===== src/hdl/dcma_pkg.sv =====
// shared constants and types for the dual channel moving average
package dcma_pkg;

    localparam int WINDOW     = 100;
    localparam int SAMPLE_W   = 12;
    localparam int SAMPLE_MAX = (1 << SAMPLE_W) - 1;
    localparam int ENTRY_W    = 2 * SAMPLE_W;
    localparam int SUM_W      = $clog2(SAMPLE_MAX * WINDOW + 1);
    localparam int SLOT_W     = (WINDOW > 1) ? $clog2(WINDOW) : 1;

    // floor(x / WINDOW) as (x * DIV_MULT) >> DIV_SHIFT, exact for any SUM_W-bit x
    localparam int    DIV_SHIFT    = SUM_W + $clog2(WINDOW);
    localparam int    MULT_W       = SUM_W + 1;
    localparam int    PROD_W       = SUM_W + MULT_W;
    localparam longint DIV_MULT_L  = ((64'(1) << DIV_SHIFT) + WINDOW - 1) / WINDOW;
    localparam logic [MULT_W-1:0] DIV_MULT = MULT_W'(DIV_MULT_L);

    localparam int FIFO_DEPTH = 8;
    localparam int FIFO_PTR_W = $clog2(FIFO_DEPTH);
    localparam int FIFO_CNT_W = FIFO_PTR_W + 1;
    localparam int INFLIGHT_W = 2;

    typedef struct packed {
        logic             valid;
        logic [SUM_W-1:0] voltage_total;
        logic [SUM_W-1:0] current_total;
    } dcma_sum_t;

    typedef struct packed {
        logic [SAMPLE_W-1:0] voltage_average;
        logic [SAMPLE_W-1:0] current_average;
    } dcma_avg_t;

endpackage


===== src/hdl/dcma_sample_if.sv =====
// sample pair channel
interface dcma_sample_if import dcma_pkg::*; ();
    logic                valid;
    logic                ready;
    logic [SAMPLE_W-1:0] voltage_sample;
    logic [SAMPLE_W-1:0] current_sample;

    modport source (output valid, output voltage_sample, output current_sample, input ready);
    modport sink   (input valid, input voltage_sample, input current_sample, output ready);
endinterface


===== src/hdl/dcma_average_if.sv =====
// average pair channel
interface dcma_average_if import dcma_pkg::*; ();
    logic                valid;
    logic                ready;
    logic [SAMPLE_W-1:0] voltage_average;
    logic [SAMPLE_W-1:0] current_average;

    modport source (output valid, output voltage_average, output current_average, input ready);
    modport sink   (input valid, input voltage_average, input current_average, output ready);
endinterface


===== src/hdl/dcma_ram.sv =====
// generic single write port ram with registered read
module dcma_ram #(
    parameter int WIDTH = 8,
    parameter int DEPTH = 16
) (
    input  logic                                  clk,
    input  logic                                  we,
    input  logic [((DEPTH > 1) ? $clog2(DEPTH) : 1)-1:0] waddr,
    input  logic [WIDTH-1:0]                      wdata,
    input  logic [((DEPTH > 1) ? $clog2(DEPTH) : 1)-1:0] raddr,
    output logic [WIDTH-1:0]                      rdata
);
    logic [WIDTH-1:0] mem [DEPTH];

    always_ff @(posedge clk)
    begin
        if (we)
        begin
            mem[waddr] <= wdata;
        end
        rdata <= mem[raddr];
    end
endmodule


===== src/hdl/dcma_ring.sv =====
// sample rings in ram plus running window sums
module dcma_ring import dcma_pkg::*; (
    input  logic                clk,
    input  logic                rst_n,
    input  logic                accept,
    input  logic [SAMPLE_W-1:0] voltage_sample,
    input  logic [SAMPLE_W-1:0] current_sample,
    output dcma_sum_t           sums
);
    logic [SLOT_W-1:0]  slot_reg, slot_next;
    logic [WINDOW-1:0]  written_reg, written_next;
    logic               s1_valid_reg;
    logic [SLOT_W-1:0]  s1_slot_reg;
    logic [ENTRY_W-1:0] s1_entry_reg;
    logic               hit_reg;
    logic [ENTRY_W-1:0] hit_data_reg;
    logic               seen_reg;
    logic               sum_valid_reg;
    logic [SUM_W-1:0]   vtot_reg, vtot_next;
    logic [SUM_W-1:0]   ctot_reg, ctot_next;
    logic [ENTRY_W-1:0] ram_q;
    logic [ENTRY_W-1:0] old_entry;
    logic               hit;

    dcma_ram #(
        .WIDTH (ENTRY_W),
        .DEPTH (WINDOW)
    ) u_ram (
        .clk   (clk),
        .we    (s1_valid_reg),
        .waddr (s1_slot_reg),
        .wdata (s1_entry_reg),
        .raddr (slot_reg),
        .rdata (ram_q)
    );

    // same slot written by the previous request (single-entry window)
    assign hit = s1_valid_reg && (s1_slot_reg == slot_reg);

    always_comb
    begin
        slot_next = slot_reg;
        if (accept)
        begin
            if (slot_reg == SLOT_W'(WINDOW - 1))
            begin
                slot_next = '0;
            end
            else
            begin
                slot_next = slot_reg + SLOT_W'(1);
            end
        end
    end

    always_comb
    begin
        if (hit_reg)
        begin
            old_entry = hit_data_reg;
        end
        else if (seen_reg)
        begin
            old_entry = ram_q;
        end
        else
        begin
            old_entry = '0;
        end
    end

    always_comb
    begin
        written_next = written_reg;
        vtot_next    = vtot_reg;
        ctot_next    = ctot_reg;
        if (s1_valid_reg)
        begin
            written_next[s1_slot_reg] = 1'b1;
            vtot_next = vtot_reg - SUM_W'(old_entry[ENTRY_W-1:SAMPLE_W])
                        + SUM_W'(s1_entry_reg[ENTRY_W-1:SAMPLE_W]);
            ctot_next = ctot_reg - SUM_W'(old_entry[SAMPLE_W-1:0])
                        + SUM_W'(s1_entry_reg[SAMPLE_W-1:0]);
        end
    end

    always_ff @(posedge clk or negedge rst_n)
    begin
        if (!rst_n)
        begin
            slot_reg      <= '0;
            written_reg   <= '0;
            s1_valid_reg  <= 1'b0;
            hit_reg       <= 1'b0;
            seen_reg      <= 1'b0;
            sum_valid_reg <= 1'b0;
            vtot_reg      <= '0;
            ctot_reg      <= '0;
        end
        else
        begin
            slot_reg      <= slot_next;
            written_reg   <= written_next;
            s1_valid_reg  <= accept;
            hit_reg       <= hit;
            seen_reg      <= written_reg[slot_reg];
            sum_valid_reg <= s1_valid_reg;
            vtot_reg      <= vtot_next;
            ctot_reg      <= ctot_next;
        end
    end

    always_ff @(posedge clk)
    begin
        s1_slot_reg  <= slot_reg;
        s1_entry_reg <= {voltage_sample, current_sample};
        hit_data_reg <= s1_entry_reg;
    end

    assign sums.valid         = sum_valid_reg;
    assign sums.voltage_total = vtot_reg;
    assign sums.current_total = ctot_reg;
endmodule


===== src/hdl/dcma_div.sv =====
// divide both window sums by the window length via reciprocal multiply
module dcma_div import dcma_pkg::*; (
    input  logic      clk,
    input  logic      rst_n,
    input  dcma_sum_t sums,
    output logic      push,
    output dcma_avg_t avg
);
    logic              valid_reg;
    logic [PROD_W-1:0] vprod_reg;
    logic [PROD_W-1:0] cprod_reg;

    always_ff @(posedge clk or negedge rst_n)
    begin
        if (!rst_n)
        begin
            valid_reg <= 1'b0;
        end
        else
        begin
            valid_reg <= sums.valid;
        end
    end

    always_ff @(posedge clk)
    begin
        vprod_reg <= PROD_W'(sums.voltage_total) * PROD_W'(DIV_MULT);
        cprod_reg <= PROD_W'(sums.current_total) * PROD_W'(DIV_MULT);
    end

    assign push                = valid_reg;
    assign avg.voltage_average = vprod_reg[DIV_SHIFT +: SAMPLE_W];
    assign avg.current_average = cprod_reg[DIV_SHIFT +: SAMPLE_W];
endmodule


===== src/hdl/dcma_fifo.sv =====
// output queue for finished averages
module dcma_fifo import dcma_pkg::*; (
    input  logic                  clk,
    input  logic                  rst_n,
    input  logic                  push,
    input  dcma_avg_t             push_data,
    input  logic                  pop,
    output logic                  not_empty,
    output dcma_avg_t             head,
    output logic [FIFO_CNT_W-1:0] count
);
    dcma_avg_t               entries [FIFO_DEPTH];
    logic [FIFO_PTR_W-1:0]   wr_ptr_reg;
    logic [FIFO_PTR_W-1:0]   rd_ptr_reg;
    logic [FIFO_CNT_W-1:0]   count_reg, count_next;
    logic                    do_pop;

    assign do_pop = pop && (count_reg != '0);

    always_comb
    begin
        count_next = count_reg;
        if (push && !do_pop)
        begin
            count_next = count_reg + FIFO_CNT_W'(1);
        end
        else if (!push && do_pop)
        begin
            count_next = count_reg - FIFO_CNT_W'(1);
        end
    end

    always_ff @(posedge clk or negedge rst_n)
    begin
        if (!rst_n)
        begin
            wr_ptr_reg <= '0;
            rd_ptr_reg <= '0;
            count_reg  <= '0;
        end
        else
        begin
            if (push)
            begin
                wr_ptr_reg <= wr_ptr_reg + FIFO_PTR_W'(1);
            end
            if (do_pop)
            begin
                rd_ptr_reg <= rd_ptr_reg + FIFO_PTR_W'(1);
            end
            count_reg <= count_next;
        end
    end

    always_ff @(posedge clk)
    begin
        if (push)
        begin
            entries[wr_ptr_reg] <= push_data;
        end
    end

    assign not_empty = (count_reg != '0);
    assign head      = entries[rd_ptr_reg];
    assign count     = count_reg;
endmodule


===== src/hdl/dual_channel_moving_average.sv =====
// top level of the dual channel boxcar moving average
//
//  port      | dir | payload                          | request moves
//  samples   | in  | voltage_sample, current_sample   | one 12-bit sample pair
//  averages  | out | voltage_average, current_average | one 12-bit average pair
//
// one request per cycle while samples.ready is high; a result reaches the output queue
// through the ring ram read, running sum update and reciprocal multiply
// reset clears sums and the per-entry written flags, so unwritten ring entries read as zero
// the input is held off only when queued results plus requests in flight fill the
// eight-entry output queue
module dual_channel_moving_average import dcma_pkg::*; (
    input  logic          clk,
    input  logic          rst_n,
    dcma_sample_if.sink   samples,
    dcma_average_if.source averages
);
    logic                  in_acc;
    logic                  push;
    logic                  pop;
    dcma_sum_t             sums;
    dcma_avg_t             avg;
    dcma_avg_t             head;
    logic [FIFO_CNT_W-1:0] fifo_count;
    logic [INFLIGHT_W-1:0] inflight_reg, inflight_next;
    logic [FIFO_CNT_W:0]   credit_used;

    assign credit_used   = (FIFO_CNT_W + 1)'(fifo_count) + (FIFO_CNT_W + 1)'(inflight_reg);
    assign samples.ready = (credit_used < (FIFO_CNT_W + 1)'(FIFO_DEPTH));
    assign in_acc        = samples.valid && samples.ready;
    assign pop           = averages.valid && averages.ready;

    always_comb
    begin
        inflight_next = inflight_reg;
        if (in_acc && !push)
        begin
            inflight_next = inflight_reg + INFLIGHT_W'(1);
        end
        else if (!in_acc && push)
        begin
            inflight_next = inflight_reg - INFLIGHT_W'(1);
        end
    end

    always_ff @(posedge clk or negedge rst_n)
    begin
        if (!rst_n)
        begin
            inflight_reg <= '0;
        end
        else
        begin
            inflight_reg <= inflight_next;
        end
    end

    dcma_ring u_ring (
        .clk            (clk),
        .rst_n          (rst_n),
        .accept         (in_acc),
        .voltage_sample (samples.voltage_sample),
        .current_sample (samples.current_sample),
        .sums           (sums)
    );

    dcma_div u_div (
        .clk   (clk),
        .rst_n (rst_n),
        .sums  (sums),
        .push  (push),
        .avg   (avg)
    );

    dcma_fifo u_fifo (
        .clk       (clk),
        .rst_n     (rst_n),
        .push      (push),
        .push_data (avg),
        .pop       (pop),
        .not_empty (averages.valid),
        .head      (head),
        .count     (fifo_count)
    );

    assign averages.voltage_average = head.voltage_average;
    assign averages.current_average = head.current_average;

`ifndef SYNTHESIS
    // every accepted request is pushed into the queue after the ring and divider registers
    a_accept_to_push: assert property (@(posedge clk) disable iff (!rst_n)
        in_acc |-> ##3 push)
        else $error("accepted sample pair did not reach the output queue");

    // a push into the queue comes only from an earlier request
    a_push_has_source: assert property (@(posedge clk) disable iff (!rst_n)
        push |-> $past(in_acc, 3))
        else $error("output queue push without a matching request");

    // credit scheme keeps the queue from overflowing
    a_queue_room: assert property (@(posedge clk) disable iff (!rst_n)
        push |-> (fifo_count < FIFO_CNT_W'(FIFO_DEPTH)) || pop)
        else $error("output queue overflow");

    a_credit_bound: assert property (@(posedge clk) disable iff (!rst_n)
        credit_used <= (FIFO_CNT_W + 1)'(FIFO_DEPTH))
        else $error("queued plus in-flight results exceed queue depth");
`endif
endmodule


===== src/flat_wrapper.sv =====
// flat-port wrapper written by rule: the top's interface ports become plain ports
module dual_channel_moving_average_flat import dcma_pkg::*;
  (clk, rst_n, samples_valid, samples_voltage_sample, samples_current_sample, samples_ready, averages_valid, averages_voltage_average, averages_current_average, averages_ready);
  dcma_sample_if samples_i ();
  dcma_average_if averages_i ();
  input  logic clk;
  input  logic rst_n;
  input wire logic [$bits(samples_i.valid)-1:0] samples_valid;
  input wire logic [$bits(samples_i.voltage_sample)-1:0] samples_voltage_sample;
  input wire logic [$bits(samples_i.current_sample)-1:0] samples_current_sample;
  output wire logic [$bits(samples_i.ready)-1:0] samples_ready;
  output wire logic [$bits(averages_i.valid)-1:0] averages_valid;
  output wire logic [$bits(averages_i.voltage_average)-1:0] averages_voltage_average;
  output wire logic [$bits(averages_i.current_average)-1:0] averages_current_average;
  input wire logic [$bits(averages_i.ready)-1:0] averages_ready;
  assign samples_i.valid = samples_valid;
  assign samples_i.voltage_sample = samples_voltage_sample;
  assign samples_i.current_sample = samples_current_sample;
  assign samples_ready = samples_i.ready;
  assign averages_valid = averages_i.valid;
  assign averages_voltage_average = averages_i.voltage_average;
  assign averages_current_average = averages_i.current_average;
  assign averages_i.ready = averages_ready;
  dual_channel_moving_average u_core (.clk(clk), .rst_n(rst_n), .samples(samples_i), .averages(averages_i));
endmodule

===== config.mk =====
export PLATFORM = sky130hd
export DESIGN_NAME = dual_channel_moving_average_flat
export DESIGN_NICKNAME = d
export VERILOG_FILES = /design/src/hdl/dcma_pkg.sv /design/src/hdl/dcma_sample_if.sv /design/src/hdl/dcma_average_if.sv /design/src/hdl/dcma_ram.sv /design/src/hdl/dcma_ring.sv /design/src/hdl/dcma_div.sv /design/src/hdl/dcma_fifo.sv /design/src/hdl/dual_channel_moving_average.sv /design/src/flat_wrapper.sv
export SDC_FILE = /design/constraint.sdc
export NUM_CORES = 2
export LEC_CHECK = 0
export BUFFER_PORTS_ARGS = -buffer_cell sky130_fd_sc_hd__buf_2
export CAP_MARGIN = 20
export CORE_MARGIN = 5
export CORE_UTILIZATION = 65
export DETAILED_ROUTE_END_ITERATION = 7
export GPL_TIMING_DRIVEN = 0
export PLACE_DENSITY_LB_ADDON = 0.05
export RECOVER_POWER = 50
export SLEW_MARGIN = 10
export SYNTH_ARGS = -nofsm -noshare
export SYNTH_HDL_FRONTEND = slang
export SYNTH_SLANG_ARGS = --single-unit
export TNS_END_PERCENT = 10

===== constraint.sdc =====
create_clock -name clk -period 12.56 [get_ports clk]
set_clock_uncertainty 0.1 [all_clocks]
set_input_delay 0 -clock clk [delete_from_list [all_inputs] [get_ports clk]]
set_output_delay 0 -clock clk [all_outputs]
set_load 0.01 [all_outputs]

==> flow_summary.json <==
{
  "worst_ep_required_time_ns": 13.22,
  "nets": 7559,
  "finalHoldViolCount": 0,
  "clkLatencyLatePin_ns": 0.94,
  "maxSlewHeadroom_pct": -312,
  "setup_tns_ns": 0,
  "rsz0062_at_grt": "false",
  "place.gp.congestion": 1.01,
  "synth-edff-count": 2592,
  "worstHoldPathCells": 3,
  "drive_above_1_share_pct": 24.7,
  "ys_seq_area_share_pct": 68.6,
  "synth.cell_area_sq_um": 122000,
  "cts_tree": "yes",
  "worst_pin_slew_ns": 6.18,
  "detail_route.first_pass.iterations": 7,
  "drt_iter0_markers": 9544,
  "startpoint_type": "flop",
  "cp_slowest_cell": "clkbuf_1",
  "viasPerCell": 6.90,
  "cts-buffers-inserted": 295,
  "cts_buffer_depth": 4,
  "critical-path-max-stage-delay_ns": 2.92,
  "track_usage_pct": 35.9,
  "path_max_fanout": 89,
  "cts_root_buf": "clkbuf_16",
  "syn-instance-count": 6311,
  "synth_flop_cell": "edfxtp_1",
  "cp-end-kind": "flop",
  "dieArea_sq_um": 197000,
  "htreeDepth": 5,
  "start_util_pct": 65.3,
  "grt_start_max_net_pins": 101,
  "syn_to_final_growth_pct": 14.1,
  "cts_setup_buffers": 0,
  "dp_hpwl_mm": 233,
  "holdBufCountCts": 54,
  "ant_nets": 0,
  "postSynthAreaPerCell_sq_um": 19.4,
  "finalWirelength_mm": 350,
  "finalCritPeriodShare_pct": 58.8,
  "crit_chain": "clkbuf_1 -> inv_1 -> fa_1 -> inv_1 -> ha_1 -> a21o_1 -> a21o_1 -> a21oi_1 -> o21ai_0 -> a21o_1 -> a2111oi_0 -> xnor2_1 -> mux2_2",
  "drv_cap": 37,
  "grt_pass1_vias": 67000,
  "violations": "capacitance limit, slew limit",
  "setup_viol": 0,
  "grt_antenna_before_repair": 16,
  "vias": 66300,
  "cts_sinks": 2857,
  "clk_pin_slew_ns": 0.06,
  "synth.net_count": 6978,
  "status": "finished with violations",
  "grt_pass1_wl_mm": 495,
  "min_period_ns": 7.38,
  "design.core.area_sq_um": 188000,
  "cts_resized": 0,
  "ys_seq_elements": 2857,
  "die_w_um": 444,
  "netlist-cell-type-count": 70,
  "overflow": 0,
  "portBuffers": 53,
  "wire_per_inst_um": 36.4,
  "pin_count": 54,
  "crit_arrival_ns": 8.05,
  "largest_reg_flops": 2400,
  "holdCritPathClass": "input pin to flop",
  "cp.depth": 13,
  "die_h_um": 444,
  "drc": 0,
  "cp_common_cell": "a21o_1",
  "crit_family": "buffers and inverters",
  "yosysWarningCount": 0,
  "rows": 159,
  "async_reset_ff_share_pct": 5.67,
  "ff2ff_path_depth": 13,
  "rrSetupSlack_ns": 5.18,
  "path_buf_inv": 3,
  "slew_violations": 2274,
  "critPathKind": "flop to flop",
  "fmax_ghz": 0.135
}
layer usage:
metal  up-vias  share of wire (%)  GRT usage, %  routed length, um
li1      25900                  -             -                  -
met3      1154                 12          10.1              42100
met5         -               0.15          1.93                525
met2      4986                 47          55.4             163000
met1     34300                 34          47.1             119000
met4        12                7.0          19.5              24600
cell usage in the layout (no fill, tap or decap), types with 23 or more instances in the layout:
cell type	netlist	routed
a31oi_1	26	26
buf_4	16	32
inv_1	611	611
dfrtp_1	162	162
edfxtp_1	2592	2592
or2_2	109	109
clkinv_2	0	38
o21ai_0	76	76
a22o_1	23	23
buf_6	7	23
fa_1	273	273
clkinv_1	2	51
buf_2	79	126
nand2_1	110	110
nor2_1	173	73
dlygate4sd3_1	0	53
dfxtp_1	103	103
mux2_2	58	58
nor2_4	0	100
clkbuf_1	121	210
buf_1	31	30
xnor2_1	57	57
bufinv_16	0	28
a21oi_1	94	94
mux2i_1	107	107
nand3_1	37	37
buf_16	0	77
a21o_1	43	43
buf_12	0	25
clkbuf_16	0	300
ha_1	366	366
mux4_2	767	767
metrics by stage:
stage / hold WS (ns) / cell area [sq um] / worst slack [ns] / cells / utilization, %
final: 0.140 / 140000 / 5.18 / 9608 / 74.5
after floorplan: -0.396 / 122000 / 6.86 / 6311 / -
after detailed placement: -0.0772 / 130000 / 5.82 / 9028 / 69.5
after CTS: 0.0728 / 140000 / 5.82 / 9590 / 74.8
after global placement: 0.00175 / 126000 / 4.75 / 8859 / 67.1
after global routing: 0.139 / 140000 / 4.68 / 9599 / 74.5
final timing paths:
path / from / endpoint
worst max-delay path: u_core.u_ring.s1_entry_reg[23]$_DFF_P_ / u_core.u_ring.vtot_reg[18]$_DFFE_PN0P_
worst min-delay path: samples_current_sample[7] / u_core.u_ring.s1_entry_reg[7]$_DFF_P_
worst max register to register: u_core.u_ring.s1_entry_reg[23]$_DFF_P_ / u_core.u_ring.vtot_reg[18]$_DFFE_PN0P_
worst min register to register: u_core.u_ring.sum_valid_reg$_DFF_PN0_ / u_core.u_div.push$_DFF_PN0_
max in group asynchronous: rst_n / u_core.u_ring.written_reg[49]$_DFFE_PN0P_
min in group asynchronous: rst_n / u_core.u_ring.ctot_reg[7]$_DFFE_PN0P_
cells by family after synthesis:
group                    share of synthesized area [%]
AO/OA/AOI/OAI                                     2.27
flip-flops                                        68.6
AND/OR/NAND/NOR                                   2.07
buffers and inverters                             2.83
XOR/XNOR                                         0.558
adder cells (fa/ha/maj)                           8.20
multiplexers                                      15.5
layout make-up:
type | count | area [sq um]
sequential | 2857 | 84000
fill | 10500 | 47900
multi-input combinational | 2587 | 35800
clock buffer | 378 | 7890
timing repair buffer | 284 | 4080
tap | 2495 | 3120
inverter | 613 | 2300
clock inverter | 130 | 1350
buffer | 254 | 1180
antenna | 10 | 25.0
cells in the mapped netlist (23+ instances only):
library cell	instances	area [sq um]
edfxtp_1	2592	77800
mux4_2	767	17300
inv_1	611	2290
ha_1	366	4580
fa_1	273	5470
nor2_1	173	649
dfrtp_1	162	4050
clkbuf_1	121	454
nand2_1	110	413
or2_2	109	682
mux2i_1	107	1070
dfxtp_1	103	2060
a21oi_1	94	470
buf_2	79	395
o21ai_0	76	380
mux2_2	58	653
xnor2_1	57	499
a21o_1	43	323
nand3_1	37	185
buf_1	31	116
a31oi_1	26	163
a22o_1	23	201
worst reg2reg max path, delay by kind of cell, from the launching register on:
family | cells | cell delay, ns
AOI/OAI and AO/OA | 6 | 1.36
xor gates and xnor gates | 1 | 0.12
adders and majority gates | 2 | 1.06
buffers and inverters | 3 | 3.51
DFF | 1 | 0.78
muxes | 1 | 0.28
Power is not shown: default switching activity piles up to over one toggle a cycle in this logic, so the estimate is an artifact.
